<file path="src/rtl/far_pkg.sv">
// ----------------------------------------------------------------------------
// far_pkg
// Widths, micro-operation codes and the control store for fraction_add_reduce.
// ----------------------------------------------------------------------------
package far_pkg;

	localparam int OPERAND_W = 16;
	localparam int NUM_W     = 2 * OPERAND_W + 1;
	localparam int DEN_W     = 2 * OPERAND_W;
	localparam int PROD_W    = 2 * OPERAND_W;
	localparam int PC_W      = 5;
	localparam int SHIFT_W   = $clog2(NUM_W + 1);
	localparam int DIV_CNT_W = $clog2(NUM_W + 1);

	localparam logic [DIV_CNT_W-1:0] DIV_LAST = DIV_CNT_W'(NUM_W - 1);

	typedef logic [OPERAND_W-1:0] operand_t;
	typedef logic [NUM_W-1:0]     num_t;
	typedef logic [DEN_W-1:0]     den_t;
	typedef logic [PC_W-1:0]      upc_t;

	typedef enum logic [3:0] {
		OP_NOP,
		OP_MUL_AB,
		OP_MAC_BA,
		OP_MUL_D,
		OP_GINIT,
		OP_HALVE_BOTH,
		OP_HALVE_X,
		OP_HALVE_Y,
		OP_SUBSWAP,
		OP_GSHIFT,
		OP_DIV_INIT_N,
		OP_DIV_STEP,
		OP_STORE_NUM,
		OP_STORE_DEN,
		OP_ZERO,
		OP_FINISH
	} uop_t;

	typedef enum logic [2:0] {
		CND_NEVER,
		CND_ALWAYS,
		CND_N_ZERO,
		CND_Y_ZERO,
		CND_BOTH_EVEN,
		CND_X_EVEN,
		CND_Y_EVEN,
		CND_DIV_MORE
	} cond_t;

	typedef struct packed {
		uop_t  op;
		cond_t cond;
		logic  cond_inv;
		upc_t  target;
	} uword_t;

	localparam upc_t L_SUB_LOOP = 5'd7;
	localparam upc_t L_HALVE_Y  = 5'd8;
	localparam upc_t L_GSHIFT   = 5'd10;
	localparam upc_t L_DIV_N    = 5'd12;
	localparam upc_t L_DIV_D    = 5'd14;
	localparam upc_t L_ZERO     = 5'd16;
	localparam upc_t L_FINISH   = 5'd17;

	// Control store. FINISH stays put until the output register can take
	// the result (held in the sequencer).
	function automatic uword_t ucode_rom(input upc_t pc);
		uword_t w;
		w = '{op: OP_NOP, cond: CND_NEVER, cond_inv: 1'b0, target: '0};
		case (pc)
			5'd0:  w = '{OP_MUL_AB,     CND_NEVER,     1'b0, '0};
			5'd1:  w = '{OP_MAC_BA,     CND_NEVER,     1'b0, '0};
			5'd2:  w = '{OP_MUL_D,      CND_NEVER,     1'b0, '0};
			5'd3:  w = '{OP_GINIT,      CND_N_ZERO,    1'b0, L_ZERO};
			5'd4:  w = '{OP_NOP,        CND_Y_ZERO,    1'b0, L_GSHIFT};
			5'd5:  w = '{OP_HALVE_BOTH, CND_BOTH_EVEN, 1'b0, 5'd5};
			5'd6:  w = '{OP_HALVE_X,    CND_X_EVEN,    1'b0, 5'd6};
			5'd7:  w = '{OP_NOP,        CND_Y_ZERO,    1'b0, L_GSHIFT};
			5'd8:  w = '{OP_HALVE_Y,    CND_Y_EVEN,    1'b0, L_HALVE_Y};
			5'd9:  w = '{OP_SUBSWAP,    CND_ALWAYS,    1'b0, L_SUB_LOOP};
			5'd10: w = '{OP_GSHIFT,     CND_NEVER,     1'b0, '0};
			5'd11: w = '{OP_DIV_INIT_N, CND_NEVER,     1'b0, '0};
			5'd12: w = '{OP_DIV_STEP,   CND_DIV_MORE,  1'b0, L_DIV_N};
			5'd13: w = '{OP_STORE_NUM,  CND_NEVER,     1'b0, '0};
			5'd14: w = '{OP_DIV_STEP,   CND_DIV_MORE,  1'b0, L_DIV_D};
			5'd15: w = '{OP_STORE_DEN,  CND_ALWAYS,    1'b0, L_FINISH};
			5'd16: w = '{OP_ZERO,       CND_NEVER,     1'b0, '0};
			5'd17: w = '{OP_FINISH,     CND_NEVER,     1'b0, '0};
			default: w = '{OP_FINISH,   CND_NEVER,     1'b0, '0};
		endcase
		return w;
	endfunction

endpackage

</file>
<file path="src/rtl/fraction_add_reduce.sv">
// Flow: one transaction at a time; the sequencer and its shared shift-subtract
// divider stay busy until the result sits in the output register, and a new
// transaction is taken as soon as it does.
// Reset: arst_n clears the sequencer and output valid; data registers are not reset.
// ----------------------------------------------------------------------------
// fraction_add_reduce
// Adds two unsigned fractions and reduces the sum by its GCD (binary GCD,
// restoring divider), driven by a microcoded sequencer.
// ----------------------------------------------------------------------------
module fraction_add_reduce (
	input  logic               clk,
	input  logic               arst_n,
	input  logic               in_valid,
	output logic               in_stall,
	input  far_pkg::operand_t  num_a,
	input  far_pkg::operand_t  den_a,
	input  far_pkg::operand_t  num_b,
	input  far_pkg::operand_t  den_b,
	output logic               out_valid,
	input  logic               out_stall,
	output far_pkg::num_t      sum_num,
	output far_pkg::den_t      sum_den
);
	import far_pkg::*;

	logic                 busy_q;
	upc_t                 pc_q;
	logic                 out_valid_q;
	operand_t             na_q, da_q, nb_q, db_q;
	num_t                 n_q;
	den_t                 d_q;
	num_t                 x_q, y_q;
	logic [SHIFT_W-1:0]   k_q;
	num_t                 dq_q;
	num_t                 rem_q;
	logic [DIV_CNT_W-1:0] cnt_q;
	num_t                 res_num_q;
	den_t                 res_den_q;
	num_t                 sum_num_q;
	den_t                 sum_den_q;

	uword_t               uw;
	logic                 cond_hit;
	logic                 take;
	logic                 in_acc;
	logic                 out_full;
	operand_t             mul_a, mul_b;
	logic [PROD_W-1:0]    prod;
	logic [NUM_W:0]       trial;
	logic [NUM_W:0]       trial_sub;

	assign uw       = ucode_rom(pc_q);
	assign in_stall = busy_q;
	assign in_acc   = in_valid && !busy_q;
	assign out_full = out_valid_q && out_stall;

	always_comb begin
		case (uw.cond)
			CND_NEVER:     cond_hit = 1'b0;
			CND_ALWAYS:    cond_hit = 1'b1;
			CND_N_ZERO:    cond_hit = (n_q == '0);
			CND_Y_ZERO:    cond_hit = (y_q == '0);
			CND_BOTH_EVEN: cond_hit = !x_q[0] && !y_q[0];
			CND_X_EVEN:    cond_hit = !x_q[0];
			CND_Y_EVEN:    cond_hit = !y_q[0];
			CND_DIV_MORE:  cond_hit = (cnt_q != DIV_LAST);
			default:       cond_hit = 1'b0;
		endcase
		take = cond_hit ^ uw.cond_inv;
	end

	always_comb begin
		case (uw.op)
			OP_MUL_AB: begin
				mul_a = na_q;
				mul_b = db_q;
			end
			OP_MAC_BA: begin
				mul_a = nb_q;
				mul_b = da_q;
			end
			default: begin
				mul_a = da_q;
				mul_b = db_q;
			end
		endcase
		prod = PROD_W'(mul_a) * PROD_W'(mul_b);
	end

	assign trial     = {rem_q, dq_q[NUM_W-1]};
	assign trial_sub = trial - {1'b0, x_q};

	// sequencer
	always_ff @(posedge clk or negedge arst_n) begin
		if (!arst_n) begin
			busy_q      <= 1'b0;
			pc_q        <= '0;
			out_valid_q <= 1'b0;
		end else begin
			if (out_valid_q && !out_stall)
				out_valid_q <= 1'b0;
			if (!busy_q) begin
				if (in_acc) begin
					busy_q <= 1'b1;
					pc_q   <= '0;
				end
			end else if (uw.op == OP_FINISH) begin
				if (!out_full) begin
					out_valid_q <= 1'b1;
					busy_q      <= 1'b0;
				end
			end else begin
				pc_q <= take ? uw.target : pc_q + 1'b1;
			end
		end
	end

	// datapath
	always_ff @(posedge clk) begin
		if (in_acc) begin
			na_q <= num_a;
			da_q <= den_a;
			nb_q <= num_b;
			db_q <= den_b;
		end
		if (busy_q) begin
			case (uw.op)
				OP_MUL_AB: n_q <= NUM_W'(prod);
				OP_MAC_BA: n_q <= n_q + NUM_W'(prod);
				OP_MUL_D:  d_q <= DEN_W'(prod);
				OP_GINIT: begin
					x_q <= n_q;
					y_q <= NUM_W'(d_q);
					k_q <= '0;
				end
				OP_HALVE_BOTH: begin
					if (!x_q[0] && !y_q[0]) begin
						x_q <= x_q >> 1;
						y_q <= y_q >> 1;
						k_q <= k_q + 1'b1;
					end
				end
				OP_HALVE_X: begin
					if (!x_q[0])
						x_q <= x_q >> 1;
				end
				OP_HALVE_Y: begin
					if (!y_q[0])
						y_q <= y_q >> 1;
				end
				OP_SUBSWAP: begin
					if (x_q > y_q) begin
						x_q <= y_q;
						y_q <= x_q - y_q;
					end else begin
						y_q <= y_q - x_q;
					end
				end
				OP_GSHIFT: x_q <= x_q << k_q;
				OP_DIV_INIT_N: begin
					dq_q  <= n_q;
					rem_q <= '0;
					cnt_q <= '0;
				end
				OP_DIV_STEP: begin
					if (!trial_sub[NUM_W]) begin
						rem_q <= trial_sub[NUM_W-1:0];
						dq_q  <= {dq_q[NUM_W-2:0], 1'b1};
					end else begin
						rem_q <= trial[NUM_W-1:0];
						dq_q  <= {dq_q[NUM_W-2:0], 1'b0};
					end
					cnt_q <= cnt_q + 1'b1;
				end
				OP_STORE_NUM: begin
					res_num_q <= dq_q;
					dq_q      <= NUM_W'(d_q);
					rem_q     <= '0;
					cnt_q     <= '0;
				end
				OP_STORE_DEN: res_den_q <= dq_q[DEN_W-1:0];
				OP_ZERO: begin
					res_num_q <= '0;
					res_den_q <= DEN_W'(1);
				end
				OP_FINISH: begin
					if (!out_full) begin
						sum_num_q <= res_num_q;
						sum_den_q <= res_den_q;
					end
				end
				default: ;
			endcase
		end
	end

	assign out_valid = out_valid_q;
	assign sum_num   = sum_num_q;
	assign sum_den   = sum_den_q;

	ap_accept_starts: assert property (@(posedge clk) disable iff (!arst_n)
		in_acc |=> busy_q && pc_q == '0)
		else $error("transaction accepted but sequencer not started");

	ap_rise_from_finish: assert property (@(posedge clk) disable iff (!arst_n)
		$rose(out_valid_q) |-> $past(busy_q) && !busy_q)
		else $error("output valid raised outside finish step");

	ap_subswap_odd: assert property (@(posedge clk) disable iff (!arst_n)
		busy_q && uw.op == OP_SUBSWAP |-> x_q[0] && y_q[0])
		else $error("GCD subtract with an even operand");

	ap_div_nonzero: assert property (@(posedge clk) disable iff (!arst_n)
		busy_q && uw.op == OP_DIV_STEP |-> x_q != '0)
		else $error("divide by zero GCD");

	ap_zero_over_one: assert property (@(posedge clk) disable iff (!arst_n)
		out_valid_q && sum_num_q == '0 |-> sum_den_q == DEN_W'(1))
		else $error("zero sum not reported as 0/1");

endmodule

</file>
<file path="config.mk">
export PLATFORM = sky130hd
export DESIGN_NAME = fraction_add_reduce
export DESIGN_NICKNAME = d
export VERILOG_FILES = /design/src/rtl/far_pkg.sv /design/src/rtl/fraction_add_reduce.sv
export SDC_FILE = /design/constraint.sdc
export NUM_CORES = 2
export LEC_CHECK = 0
export BUFFER_PORTS_ARGS = -buffer_cell sky130_fd_sc_hd__buf_4
export CAP_MARGIN = 20
export CORE_AREA = 10 10 258 260
export DETAILED_ROUTE_END_ITERATION = 8
export DIE_AREA = 0 0 268 270
export PLACE_DENSITY = 0.72
export SYNTH_ARGS = -nofsm -noshare
export SYNTH_HDL_FRONTEND = slang
export SYNTH_SLANG_ARGS = --single-unit
export TNS_END_PERCENT = 1
</file>
<file path="constraint.sdc">
create_clock -name clk -period 11.6 [get_ports clk]
set_input_delay 0.58 -clock clk [delete_from_list [all_inputs] [get_ports clk]]
set_output_delay 0.58 -clock clk [all_outputs]
set_load 0.05 [all_outputs]
</file>
==> reports/metrics.yaml <==
outcome:
  status: "complete, no violations"
critical_path:
  path_depth: 38
  critical_path_class: "reg -> reg"
  crit_buf_inv: 5
  reg2regPathDepth: 38
  crit_path_max_fanout: 25
  end_kind: "register"
  cp.arrival_ps: 11150
  rrSetupSlack_ps: 780
  timing.critical_path.mode_cell: "fa_1"
  reg2reg_from: "pc_q[0]"
  critPathCapture: "n_q[31]"
  crit_start: "pc_q[0]"
  reg2reg_to: "n_q[31]"
  slowest_stage: "o221ai_2"
  cpPeakStageDelay_ps: 700
  cp_top_family: "adder cells"
  required_ps: 11940
  crit_path_start_kind: "register"
synthesis:
  muxShareOfSynthArea_pct: 4.20
  yosys.area_share.xor_xnor_pct: 3.24
  synth.most_common_cell: "nand2_1"
  synth_top_area_share_pct: 36.1
  synth_top_family_by_area: "adder cells"
  synth.area.top_cells: "edfxtp_1 (36%), fa_1 (12%), ha_1 (9.3%)"
  synth_largest_area_cell: "edfxtp_1"
  synth_cells: 3417
  ys_ff_latch: 410
  synth_cell_type_count: 93
  synth-adder-area-share_pct: 21.1
  async_reset_ff_share_pct: 1.71
  synthFlopType: "edfxtp_1"
  yosys.area_share.simple_pct: 13.4
  ys_seq_area_share_pct: 36.6
  synth_common_cells: "nand2_1 (450), edfxtp_1 (403), nor2_1 (348)"
  ys_warn_count: 0
  synth_area_um2: 33500
  syn_area_per_cell_um2: 9.82
  syn_nets: 3932
  synth-compound-area-share_pct: 15.4
  synth_edf_count: 403
cells_and_area:
  fin_nets: 4015
  area_growth_syn_to_layout_pct: 10.3
  drive_gt1_share_pct: 10.2
  fillers: 5234
  fin_area_um2: 37000
place:
  dp_hpwl_um: 78500
  gp_congestion: 0.998
  pre_cts_slack_ps: 640
  post_dp_cell_area_um2: 35400
  numPortBuffers: 134
flow_run:
  cap_violations: 0
global_routing:
  grt_pass1_wl_um: 157000
  grt_pass1_vias: 26465
  antenna_found_initial: 1
  grt_max_degree: 73
  grt_usage_pct: 27.9
  grt-ovfl-total: 0
clock_tree:
  clk_latency_ps: 630
  numCtsBuffers: 47
  cts_root_buf: "clkbuf_16"
  htreeDepth: 2
  cts_tree: "built"
  clock_path_buffers: 3
  postCtsSetupBuffers: 0
  path_clk_slew_ps: 60
  numClockSinks: 410
sta:
  maxSlewViolCount: 0
  hold_violations: 0
  finalCritPeriodShare_pct: 93.3
  fmax_mhz: 92.4
  fin_hold_ws_ps: 143
  setup_viol: 0
  fin_skew_ps: 45.5
  finalCriticalPeriod_ps: 10820
  fin_ws_ps: 782
  worst_pin_slew_ps: 1110
  max_slew_margin_pct: 26.2
  rsz0062_at_grt: "no"
  setup_tns_ps: 0
die:
  die-area_um2: 72400
  pin_count: 135
  fp-row-count: 91
  initial_core_util_pct: 54.8
  die-height_um: 270
  core-area_um2: 61300
  die-width_um: 268
routing:
  vias_per_cell: 6.17
  postRouteAntennaNets: 0
  drtPass1Iterations: 6
  via_count: 26701
  wl_per_cell_um: 23.5
  drcViolationCount: 0
  postRouteWirelength_um: 102000
  drt-initial-drc-count: 2774
worst_hold_path:
  hold_class: "in -> reg"
## through the flow
stage,utilization [%],std cells
6_report,60.4,4326
4_1_cts,60.4,4325
3_5_place_dp,57.9,4240
3_3_place_gp,57.9,4240
2_1_floorplan,-,3417
5_1_grt,60.4,4325
## area by class of cell
cell class,instances,area [um^2],share of cell area [%]
tap,790,988,2.67
antenna,1,2.50,0.00676
timing repair buffer,192,1460,3.94
multi-input combinational,2501,19400,52.6
clock inverter,29,322,0.869
inverter,348,1310,3.53
clock buffer,55,1210,3.26
sequential,410,12300,33.2
## logic make-up (layout without fill, tap and decap cells)
kind of cell    count (synthesis)  after routing
simple gates                 1045           1045
compound gates                775            775
buf+inv                       506            624
other cells                     0              1
flops                         410            410
xor+xnor                      124            124
fa+ha+maj                     447            447
mux                           110            110
## what timing repair did
action	in CTS	in global routing
endpoints found under the setup margin	0	4
endpoints found under the hold margin	7	0
hold buffers	1	0
resized for setup	0	6
## layer usage
| layer | part of all wire, % | up-vias | GRT usage (%) |
|---|---|---|---|
| li1 | - | 12189 | - |
| met1 | 39 | 13043 | 34.8 |
| met2 | 47 | 1198 | 46.3 |
| met3 | 8.0 | 269 | 4.59 |
| met4 | 5.7 | 2 | 13.7 |
| met5 | 0.014 | - | 0 |
## state kept, by name (all words and copies together), names as in the netlist, 32 cells and up
register   cells
d_q           32
rem_q         33
dq_q          33
res_num_q     33
n_q           33
x_q           33
sum_den       32
y_q           33
res_den_q     32
sum_num       33
## worst reg2reg max path, delay by kind of cell (launching register included)
family | cells | cell delay [ps]
flops | 1 | 490
buf+inv | 5 | 350
compound gates | 9 | 2770
simple gates | 11 | 2040
xor+xnor | 2 | 390
fa+ha+maj | 9 | 4100
mux | 2 | 450
## cell usage in the layout, fill, tap and decap left out, types with 16 or more instances in the layout
master | Yosys | routed
o211ai_1 | 19 | 19
a21oi_1 | 200 | 197
xor2_1 | 46 | 45
inv_1 | 346 | 346
nand2_1 | 450 | 448
o21a_1 | 18 | 17
a31oi_1 | 34 | 33
and2_1 | 39 | 39
o21ai_0 | 144 | 144
mux4_2 | 24 | 24
nor3_1 | 30 | 27
nor4_1 | 18 | 17
o22ai_1 | 19 | 19
nand2b_1 | 33 | 33
mux2i_1 | 81 | 81
nand4_1 | 30 | 30
ha_1 | 249 | 249
clkbuf_16 | 0 | 47
nor2_1 | 348 | 344
edfxtp_1 | 403 | 403
o31ai_1 | 17 | 17
o21ai_1 | 23 | 23
xnor2_1 | 78 | 78
a21o_1 | 53 | 53
o21bai_1 | 18 | 18
fa_1 | 198 | 198
buf_4 | 9 | 190
a22oi_1 | 75 | 75
nand3_1 | 31 | 31
a221oi_1 | 16 | 16
nor2b_1 | 27 | 26
a211oi_1 | 28 | 26
## how the worst min path moves through the flow
stage	from	end	slack [ps]	depth (start not counted)
6_report	den_a[9]	da_q[9]	140	1
5_1_grt	den_a[1]	da_q[1]	130	1
4_1_cts	den_a[9]	da_q[9]	120	1
3_5_place_dp	arst_n	out_valid	400	1
3_3_place_gp	arst_n	out_valid	400	1
2_1_floorplan	arst_n	in_stall	280	0
Power is left out: the tool's default activity adds up to more than one toggle a clock period on the data nets, which glitch-free logic cannot reach.
